### config.mk
export PLATFORM = sky130hd
export DESIGN_NAME = uart_rx_fifo_registers_unit
export DESIGN_NICKNAME = d
export VERILOG_FILES = /design/src/hw/rtl/uart_rx_pkg.sv /design/src/hw/rtl/uart_rx_mem.sv /design/src/hw/rtl/uart_rx_ctrl.sv /design/src/hw/rtl/uart_rx_fifo_registers_unit.sv
export SDC_FILE = /design/constraint.sdc
export NUM_CORES = 2
export LEC_CHECK = 0
export ABC_AREA = 1
export BUFFER_PORTS_ARGS = -buffer_cell sky130_fd_sc_hd__clkbuf_2
export CELL_PAD_IN_SITES_DETAIL_PLACEMENT = 0
export CELL_PAD_IN_SITES_GLOBAL_PLACEMENT = 2
export CORE_MARGIN = 4
export CORE_UTILIZATION = 36
export DETAILED_ROUTE_END_ITERATION = 12
export PLACE_DENSITY_LB_ADDON = 0.05
export SYNTH_ARGS = -nofsm -noshare
export SYNTH_HDL_FRONTEND = slang
export SYNTH_HIERARCHICAL = 1
export SYNTH_SLANG_ARGS = --single-unit
### constraint.sdc
create_clock -name clk_i -period 15.05 [get_ports clk_i]
set_input_delay 3.01 -clock clk_i [delete_from_list [all_inputs] [get_ports clk_i]]
set_output_delay 3.01 -clock clk_i [all_outputs]
set_load 0.005 [all_outputs]
### src/hw/rtl/uart_rx_pkg.sv
// ---------------------------------------------------------------------------
// UART receive FIFO register block - shared types and constants
// Operation and register codes, character and status constants, stage types.
// ---------------------------------------------------------------------------
`default_nettype none

package uart_rx_pkg;

  typedef enum logic [1:0] {
    OP_RX    = 2'd0,
    OP_READ  = 2'd1,
    OP_WRITE = 2'd2,
    OP_SRST  = 2'd3
  } op_e;

  typedef enum logic [1:0] {
    REG_DATA   = 2'd0,
    REG_LSR    = 2'd1,
    REG_CTL    = 2'd2,
    REG_UNUSED = 2'd3
  } reg_e;

  localparam logic [7:0] CharCr  = 8'h0D;
  localparam logic [7:0] CharLf  = 8'h0A;
  localparam logic [7:0] LsrThre = 8'h20;

  typedef struct packed {
    op_e        op;
    reg_e       sel;
    logic [7:0] wdata;
    logic [7:0] rx_byte;
  } item_t;

  typedef struct packed {
    logic [7:0] read_data;
    logic       tx_valid;
    logic [7:0] tx_byte;
    logic       tx_flush;
    logic       irq;
    logic       pop;
  } res_t;

  typedef struct packed {
    logic wr_en;
    logic rd_en;
  } mem_req_t;

endpackage

`default_nettype wire

### src/hw/rtl/uart_rx_mem.sv
// ---------------------------------------------------------------------------
// UART receive FIFO storage
// Single write port, single read port with registered read data.
// ---------------------------------------------------------------------------
`default_nettype none

module uart_rx_mem
  import uart_rx_pkg::*;
#(
  parameter int unsigned Depth = 256,
  parameter int unsigned Aw    = 8
) (
  input  wire logic          clk_i,
  input  wire mem_req_t      req_i,
  input  wire logic [Aw-1:0] wr_addr_i,
  input  wire logic [7:0]    wr_data_i,
  input  wire logic [Aw-1:0] rd_addr_i,
  output logic [7:0]         rd_data_o
);

  logic [7:0] mem_q [Depth];

  always_ff @(posedge clk_i) begin
    if (req_i.wr_en) begin
      mem_q[wr_addr_i] <= wr_data_i;
    end
  end

  always_ff @(posedge clk_i) begin
    if (req_i.rd_en) begin
      rd_data_o <= mem_q[rd_addr_i];
    end
  end

endmodule

`default_nettype wire

### src/hw/rtl/uart_rx_ctrl.sv
// ---------------------------------------------------------------------------
// UART receive FIFO register control
// Decodes one transaction, updates FIFO pointers and control bits, builds result.
// ---------------------------------------------------------------------------
`default_nettype none

module uart_rx_ctrl
  import uart_rx_pkg::*;
#(
  parameter int unsigned Depth = 256,
  parameter int unsigned Aw    = 8
) (
  input  wire logic          clk_i,
  input  wire logic          rst_ni,
  input  wire logic          cfg_we_i,
  input  wire logic          cfg_data_i,
  input  wire logic          step_i,
  input  wire item_t         item_i,
  output res_t               res_o,
  output mem_req_t           req_o,
  output logic [Aw-1:0]      wr_addr_o,
  output logic [7:0]         wr_data_o,
  output logic [Aw-1:0]      rd_addr_o
);

  localparam logic [Aw:0]   CntFull = (Aw+1)'(Depth);
  localparam logic [Aw-1:0] PtrLast = Aw'(Depth - 1);

  logic          enable_q;
  logic [Aw-1:0] head_q, head_d, head_inc;
  logic [Aw:0]   count_q, count_d, tail_sum;
  logic          echo_q, echo_d;
  logic          irq_on_q, irq_on_d;
  logic          dr_q, dr_d;

  assign head_inc  = (head_q == PtrLast) ? '0 : head_q + 1'b1;
  assign tail_sum  = {1'b0, head_q} + count_q;
  assign rd_addr_o = head_q;
  assign wr_data_o = (item_i.rx_byte == CharCr) ? CharLf : item_i.rx_byte;

  always_comb begin
    head_d     = head_q;
    count_d    = count_q;
    echo_d     = echo_q;
    irq_on_d   = irq_on_q;
    dr_d       = dr_q;
    res_o      = '0;
    req_o      = '0;
    req_o.rd_en = step_i;
    wr_addr_o  = (tail_sum >= CntFull) ? Aw'(tail_sum - CntFull) : tail_sum[Aw-1:0];
    if (step_i && enable_q) begin
      case (item_i.op)
        OP_RX: begin
          req_o.wr_en = 1'b1;
          if (count_q == CntFull) begin
            head_d    = head_inc;
            wr_addr_o = head_q;
          end else begin
            count_d = count_q + 1'b1;
          end
          dr_d      = 1'b1;
          res_o.irq = irq_on_q;
        end
        OP_READ: begin
          case (item_i.sel)
            REG_DATA: begin
              if (count_q != '0) begin
                res_o.pop = 1'b1;
                head_d    = head_inc;
                count_d   = count_q - 1'b1;
                if (count_q == (Aw+1)'(1)) begin
                  dr_d = 1'b0;
                end
              end
            end
            REG_LSR: res_o.read_data = LsrThre | {7'b0, dr_q};
            REG_CTL: res_o.read_data = {7'b0, echo_q};
            default: res_o.read_data = '0;
          endcase
        end
        OP_WRITE: begin
          case (item_i.sel)
            REG_DATA: begin
              res_o.tx_valid = 1'b1;
              res_o.tx_byte  = item_i.wdata;
              res_o.tx_flush = echo_q;
            end
            REG_CTL: begin
              echo_d   = item_i.wdata[0];
              irq_on_d = item_i.wdata[1];
            end
            default: echo_d = echo_q;
          endcase
        end
        OP_SRST: begin
          head_d  = '0;
          count_d = '0;
          dr_d    = 1'b0;
          echo_d  = 1'b1;
        end
        default: head_d = head_q;
      endcase
    end
  end

  always_ff @(posedge clk_i or negedge rst_ni) begin
    if (!rst_ni) begin
      enable_q <= 1'b1;
      head_q   <= '0;
      count_q  <= '0;
      echo_q   <= 1'b1;
      irq_on_q <= 1'b1;
      dr_q     <= 1'b0;
    end else begin
      if (cfg_we_i) begin
        enable_q <= cfg_data_i;
      end
      head_q   <= head_d;
      count_q  <= count_d;
      echo_q   <= echo_d;
      irq_on_q <= irq_on_d;
      dr_q     <= dr_d;
    end
  end

endmodule

`default_nettype wire

### src/hw/rtl/uart_rx_fifo_registers_unit.sv
// ---------------------------------------------------------------------------
// UART receive FIFO register block - top level
// Bus register and receive path of a simple UART with a receive FIFO.
// ---------------------------------------------------------------------------
// Usage:
//   Input channel (in_valid_i / in_stall_o) carries one transaction: a received
//   byte, a bus read, a bus write or a soft reset. Output channel (out_valid_o /
//   out_stall_i) returns exactly one result per transaction, in order.
//   Configuration channel (cfg_valid_i / cfg_ready_o) writes device_enable_i;
//   cfg_ready_o is always high. Write it only while the block is idle.
//   Path: input register, then result register with the FIFO read data register
//   beside it. Throughput: one transaction per cycle while out_stall_i is low;
//   the FIFO memory has one write and one read port, and a push and a pop never
//   come from the same transaction.
//   Reset: FIFO empty, echo and receive interrupt on, device enabled. The FIFO
//   storage is not cleared.
//   Stall: a waiting result holds the result register; the input register still
//   takes one more transaction, then in_stall_o rises until the result leaves.
// ---------------------------------------------------------------------------
`default_nettype none

module uart_rx_fifo_registers_unit
  import uart_rx_pkg::*;
#(
  parameter int unsigned FIFO_DEPTH = 256
) (
  input  wire logic       clk_i,
  input  wire logic       rst_ni,
  input  wire logic       cfg_valid_i,
  output logic            cfg_ready_o,
  input  wire logic       device_enable_i,
  input  wire logic       in_valid_i,
  output logic            in_stall_o,
  input  wire logic [1:0] operation_i,
  input  wire logic [1:0] reg_select_i,
  input  wire logic [7:0] write_data_i,
  input  wire logic [7:0] rx_byte_i,
  output logic            out_valid_o,
  input  wire logic       out_stall_i,
  output logic [7:0]      read_data_o,
  output logic            tx_valid_o,
  output logic [7:0]      tx_byte_o,
  output logic            tx_flush_o,
  output logic            irq_pulse_o
);

  localparam int unsigned Aw = (FIFO_DEPTH > 1) ? $clog2(FIFO_DEPTH) : 1;

  logic          a_valid_q;
  item_t         a_item_q;
  logic          b_valid_q;
  res_t          b_res_q;
  logic          adv_b;
  logic          step;
  res_t          res;
  mem_req_t      mem_req;
  logic [Aw-1:0] wr_addr, rd_addr;
  logic [7:0]    wr_data, rd_data;

  assign cfg_ready_o = 1'b1;
  assign adv_b       = !b_valid_q || !out_stall_i;
  assign in_stall_o  = a_valid_q && !adv_b;
  assign step        = a_valid_q && adv_b;

  always_ff @(posedge clk_i or negedge rst_ni) begin
    if (!rst_ni) begin
      a_valid_q <= 1'b0;
      b_valid_q <= 1'b0;
    end else begin
      if (!in_stall_o) begin
        a_valid_q <= in_valid_i;
      end
      if (adv_b) begin
        b_valid_q <= a_valid_q;
      end
    end
  end

  always_ff @(posedge clk_i) begin
    if (in_valid_i && !in_stall_o) begin
      a_item_q <= '{op: op_e'(operation_i), sel: reg_e'(reg_select_i),
                    wdata: write_data_i, rx_byte: rx_byte_i};
    end
    if (step) begin
      b_res_q <= res;
    end
  end

  uart_rx_ctrl #(
    .Depth (FIFO_DEPTH),
    .Aw    (Aw)
  ) u_ctrl (
    .clk_i      (clk_i),
    .rst_ni     (rst_ni),
    .cfg_we_i   (cfg_valid_i),
    .cfg_data_i (device_enable_i),
    .step_i     (step),
    .item_i     (a_item_q),
    .res_o      (res),
    .req_o      (mem_req),
    .wr_addr_o  (wr_addr),
    .wr_data_o  (wr_data),
    .rd_addr_o  (rd_addr)
  );

  uart_rx_mem #(
    .Depth (FIFO_DEPTH),
    .Aw    (Aw)
  ) u_mem (
    .clk_i     (clk_i),
    .req_i     (mem_req),
    .wr_addr_i (wr_addr),
    .wr_data_i (wr_data),
    .rd_addr_i (rd_addr),
    .rd_data_o (rd_data)
  );

  assign out_valid_o = b_valid_q;
  assign read_data_o = b_res_q.pop ? rd_data : b_res_q.read_data;
  assign tx_valid_o  = b_res_q.tx_valid;
  assign tx_byte_o   = b_res_q.tx_byte;
  assign tx_flush_o  = b_res_q.tx_flush;
  assign irq_pulse_o = b_res_q.irq;

endmodule

`default_nettype wire

# Word level (Yosys, flattened, before mapping)
# Memories as Yosys holds them, arrays and structs flattened. A register that Yosys moved wholly into a read port is not among the register bits.
# Cells that the tools add are included.
# word_totals
output_inout_bits,22
in_bits,26
memories,1
regBits,63
mem_bits_rw,2048
# mem_list
memory,depth,word_bits,rd,rd_clocked_by_memory_dff,wr,line,text
u_mem.mem_q,256,8,1,1,1,uart_rx_mem.sv:21,logic [7:0] mem_q [Depth];
# op_classes
n_lt_le_gt_ge,1
eq_ne,15
muxes,28
n_reduce_logical,24
add_sub_neg,5
# ops
op,n
8-bit 2-to-1 mux,10
9-bit 2-to-1 mux,3
9-bit one-hot mux with 3 select lines,1
8-bit one-hot mux with 3 select lines,1
5-bit AND reduction,3
6-bit one-hot mux with 2 select lines,1
3-bit AND reduction,4
10-bit 2-to-1 mux,1
"2-bit by 1-bit != test with 1-bit output, second input constant",5
8-bit by 9-bit adder with 9-bit output,1
"9-bit by 1-bit adder with 9-bit output, second input constant",1
"9-bit by 1-bit equality test with 1-bit output, second input constant",1
"9-bit equality test, second input constant",1
"9-bit >= comparator, second input constant",1
1-bit 2-to-1 mux,9
9-bit nonzero test,1
"9-bit by 1-bit subtractor with 9-bit output, second input constant",1
"8-bit by 1-bit adder with 8-bit output, second input constant",1
"8-bit by 4-bit equality test with 1-bit output, second input constant",1
"8-bit equality test, second input constant",1
"8-bit by 1-bit subtractor with 8-bit output, second input constant",1
"2-bit equality test, second input constant",3
2-bit AND reduction,3
"2-bit by 1-bit equality test with 1-bit output, second input constant",2
other kinds (9),16

# Logic depth before layout (Yosys ltp)
# logic_depth
word_depth,7
ltp_mapped,16

# Cells and area by module
# The synthesis kept the hierarchy.
# by_module_without_submodules
mod,seq_area_each_um2,cells_each,area_each_um2,n_inst
uart_rx_mem,61739.2,7003,83476.3,1
uart_rx_ctrl,529.3,409,2464.9,1
uart_rx_fifo_registers_unit,1251.2,87,1473.9,1

# Least setup slack after synthesis
# No wires, ideal clock.
# synth_timing
kind,reg-to-reg
start,reg a_item_q[3] (netlist bit)
end,"mem u_mem.mem_q[0][0], data pin"
setup_slack_ps,7249
setup_ps,1392
stages_incl_launch_ff,4
n_path_buf,0
arrival_ps,6408
path_cell_list,edfxtp_1 -> nand2_1 -> nor4_1 -> nor2_1
# synth_via
elab_chain_len,2
# synth_lines
element,line,text
start: declaration,uart_rx_fifo_registers_unit.sv:50,item_t a_item_q;
start signal: assignment,uart_rx_fifo_registers_unit.sv:81,"a_item_q <= '{op: op_e'(operation_i), sel: reg_e'(reg_select_i),"
8-bit by 4-bit equality test with 1-bit output,uart_rx_ctrl.sv:39,assign wr_data_o = (item_i.rx_byte == CharCr) ? CharLf : item_i.rx_byte;
8-bit 2-to-1 mux,uart_rx_ctrl.sv:39,
named net wr_data[0],uart_rx_fifo_registers_unit.sv:58,"logic [7:0] wr_data, rd_data;"
end: declaration,uart_rx_mem.sv:21,
# The timed path passes the listed nets, and every way through them passes these cells.

==> metrics.yaml <==
initial_core_util_pct: 36.3
pwr-share-seq_pct: 39.0
hold_ws_ns: 0.490
drive_gt1_share_pct: 7.25
numCtsBuffers: 231
r2r-start: "out_valid_o$_DFFE_PN0P_"
dr_wl_met2_mm: 137
clk_pin_slew_ns: 0.06
cp-startpoint: "out_stall_i"
worst_ir_drop_vdd_uv: 141
grt_pass1_vias: 56209
hold_path_class: "flop to flop"
place_ws_ns: 6.63
die_y_um: 501
clockPowerShare_pct: 33.5
r2r_setup_slack_ns: 9.37
switching_share_pct: 35.0
port_buffers: 46
power_switching_uw: 5940
yosysWarnings: 6
wirelength_mm: 284
grt_pass1_wl_mm: 407
crit_path_start_kind: "input port"
fp.dieArea_um2: 251000
slowest_delay_ns: 1.01
worst_pin_slew_ns: 1.23
register_area_um2: 63500
multi_input_area_um2: 20900
dp_hpwl_mm: 166
r2r_end: "u_mem/mem_q[158][4]$_DFFE_PP_"
layout_commonest_cell: "nand2_1"
p_int_uw: 11000
final_cell_mix: "2248 x nand2_1, 2096 x edfxtp_1, 2059 x nand3_1"
hold_depth: 2
clk_path_buf_depth: 3
synthCells: 7499
slew_headroom_pct: 17.9
crit_type: "input port to flop"
period_share_pct: 49.9
ios: 48
num-fill-cells: 23034
initialDrtViolationCount: 5126
antenna_found_initial: 11
fin_total_pwr_uw: 17000
gp_congestion: 0.781
cts_tree: "done"
hold_viol: 0
ctsHoldBuffers: 0
power.density_nw_per_um2: 174
max-cap-violations: 0
drt-pass1-iter-count: 5
drv_slew: 0
rsz0062_at_grt: "no"
critPathSlowestCell: "nand3_1"
via_per_inst: 5.23
end_kind: "flop"
fmax_ghz: 0.133
clock_latency_ns: 0.85
clock_sinks: 2119
cp_max_fo: 29
fin_cells: 10762
required_ns: 15.53
r2r_cells: 12
area.growth.synth_to_final_pct: 11.7
cts_resized: 0
power_leakage_uw: 0.0338
ys_seq_area_share_pct: 72.7
netlist_area_um2: 87400
status: "finished clean"
dp.cells: 10329
ys_ff_latch: 2119
crit_chain: "clkbuf_2 > a21oi_4 > nand2_1 > nor2_2 > buf_4 > nand3_2 > inv_2 > nand2_1 > o21ai_1 > inv_1 > nor2_1 > nand3_1 > nor2_1"
met3_length_mm: 13.9
crit_arrival_ns: 7.99
num_rows: 180
min_period_ns: 7.51
coreArea_um2: 241000
grt_usage_pct: 22.4
yosysUniqueCellTypes: 41
grt_max_degree: 175
drc: 0
root_buffer: "clkbuf_16"
setup_ws_ns: 7.54
avgSynthCellArea_um2: 11.7
dr.max_layer_used: "met4"
htree_levels: 4
worstHoldStart: "u_ctrl/irq_on_q$_DFFE_PN1P_"
overflow: 0
routedLengthMet1_mm: 128
setup_tns_ns: 0
num_vias: 56319
pwr-share-comb_pct: 27.4
wl_per_cell_um: 26.4
hold_end: "u_ctrl/irq_on_q$_DFFE_PN1P_"
fin_nets: 7420
postCtsSetupRepairBufs: 0
setup_viol: 0
fin_skew_ns: 0.0185
postRouteAntennaNets: 0
fp.dieW_um: 501
==> metrics by stage <==
stage	utilization (%)	cell area (um2)
2_1_floorplan	-	87400
3_3_place_gp	37.4	90000
3_5_place_dp	37.4	90000
4_1_cts	40.5	97700
5_1_grt	40.5	97700
6_report	40.5	97700
==> layout make-up <==
class / instances / share of cell area (%)
multi-input cells: 4751 / 21.3
diodes: 6 / 0.0154
clock buffers: 272 / 6.18
clock inverters: 155 / 1.62
flip-flops and latches: 2119 / 65.1
inverters: 121 / 0.502
repair buffers: 153 / 1.20
well taps: 3185 / 4.08
==> metal layers <==
metal | up-vias | GRT usage, %
met5 | - | 0
met4 | 0 | 4.94
met3 | 324 | 3.04
met2 | 1451 | 37.2
met1 | 28337 | 31.3
li1 | 26207 | -
==> critical path, delay by kind of cell <==
kind | cells | cell delay, ns
AND/OR/NAND/NOR | 7 | 3.19
AO/OA/AOI/OAI | 2 | 1.00
buffers and inverters | 4 | 0.74
==> logic make-up (layout without fill, tap and decap cells) <==
logic type / Yosys count / in the layout / share of synthesized area, %
buffers and inverters: 634 / 701 / 3.58
AND/OR/NAND/NOR: 4673 / 4673 / 23.1
AO/OA/AOI/OAI: 46 / 46 / 0.275
flip-flops: 2119 / 2119 / 72.7
multiplexers: 1 / 1 / 0.0129
XOR/XNOR: 7 / 7 / 0.0701
other: 2 / 13 / 0.00859
adder cells (fa/ha/maj): 17 / 17 / 0.252
==> cell usage after synthesis <==
| cell type | instances | area share (%) |
|---|---|---|
| a21oi_2 | 1 | 0.010 |
| or2_2 | 1 | 0.0072 |
| nand2_2 | 5 | 0.036 |
| buf_2 | 269 | 1.5 |
| nor2_2 | 5 | 0.036 |
| a21oi_1 | 5 | 0.029 |
| nor3b_1 | 1 | 0.0086 |
| edfxtp_1 | 2096 | 72 |
| o22ai_1 | 1 | 0.0072 |
| inv_1 | 113 | 0.49 |
| xnor2_1 | 3 | 0.030 |
| buf_1 | 40 | 0.17 |
| nor3_1 | 3 | 0.017 |
| nand3_1 | 2059 | 12 |
| nor4_1 | 1 | 0.0072 |
| xor2_1 | 4 | 0.040 |
| inv_2 | 5 | 0.021 |
| o21ai_0 | 36 | 0.21 |
| buf_6 | 19 | 0.24 |
| nand4_1 | 7 | 0.050 |
| inv_4 | 1 | 0.0072 |
| nor2_8 | 2 | 0.046 |
| buf_4 | 64 | 0.55 |
| ha_1 | 16 | 0.23 |
| nor2_1 | 322 | 1.4 |
| buf_12 | 1 | 0.023 |
| nand2_1 | 2264 | 9.7 |
| conb_1 | 2 | 0.0086 |
| a211oi_1 | 1 | 0.0086 |
| o21ai_1 | 1 | 0.0057 |
| dfrtp_1 | 20 | 0.57 |
| nor2_4 | 1 | 0.013 |
| o211ai_1 | 1 | 0.0086 |
| buf_8 | 1 | 0.017 |
| fa_1 | 1 | 0.023 |
| dfstp_2 | 3 | 0.090 |
| clkbuf_1 | 118 | 0.51 |
| mux2_2 | 1 | 0.013 |
| clkinv_1 | 2 | 0.0086 |
| nand3_2 | 2 | 0.023 |
| clkbuf_2 | 1 | 0.0057 |
==> registers in the layout, indices dropped and copies added (netlist names) <==
name / cells
a_valid_q: 1
u_ctrl/dr_q: 1
u_ctrl/irq_on_q: 1
out_valid_o: 1
tx_valid_o: 1
irq_pulse_o: 1
u_ctrl/enable_q: 1
u_mem/mem_q: 2048
a_item_q: 20
u_ctrl/echo_q: 1
u_mem/rd_data_o: 8
tx_flush_o: 1
tx_byte_o: 8
u_ctrl/rd_addr_o: 8
u_ctrl/count_q: 9
b_res_q: 9
==> power groups by stage <==
stage | Combinational, uW | Sequential, uW | Clock [uW]
final | 4660 | 6630 | 5690
after global routing | 5170 | 6630 | 6110
after CTS | 4720 | 6630 | 5850
after detailed placement | 4710 | 6760 | 0
after global placement | 4750 | 6760 | 0
after floorplan | 3140 | 6720 | 0
==> how the worst max path moves through the flow <==
stage                                    end  slack (ns)  cells past startpoint
5_1_grt        u_mem/mem_q[159][6]$_DFFE_PP_        7.29                     13
3_3_place_gp   u_mem/mem_q[158][5]$_DFFE_PP_        6.80                     13
4_1_cts        u_mem/mem_q[158][4]$_DFFE_PP_        7.60                     13
2_1_floorplan    u_mem/mem_q[0][0]$_DFFE_PP_        7.25                      3
6_report       u_mem/mem_q[158][4]$_DFFE_PP_        7.54                     13
3_5_place_dp   u_mem/mem_q[158][4]$_DFFE_PP_        6.63                     13
(Power assumes the default switching activity.)
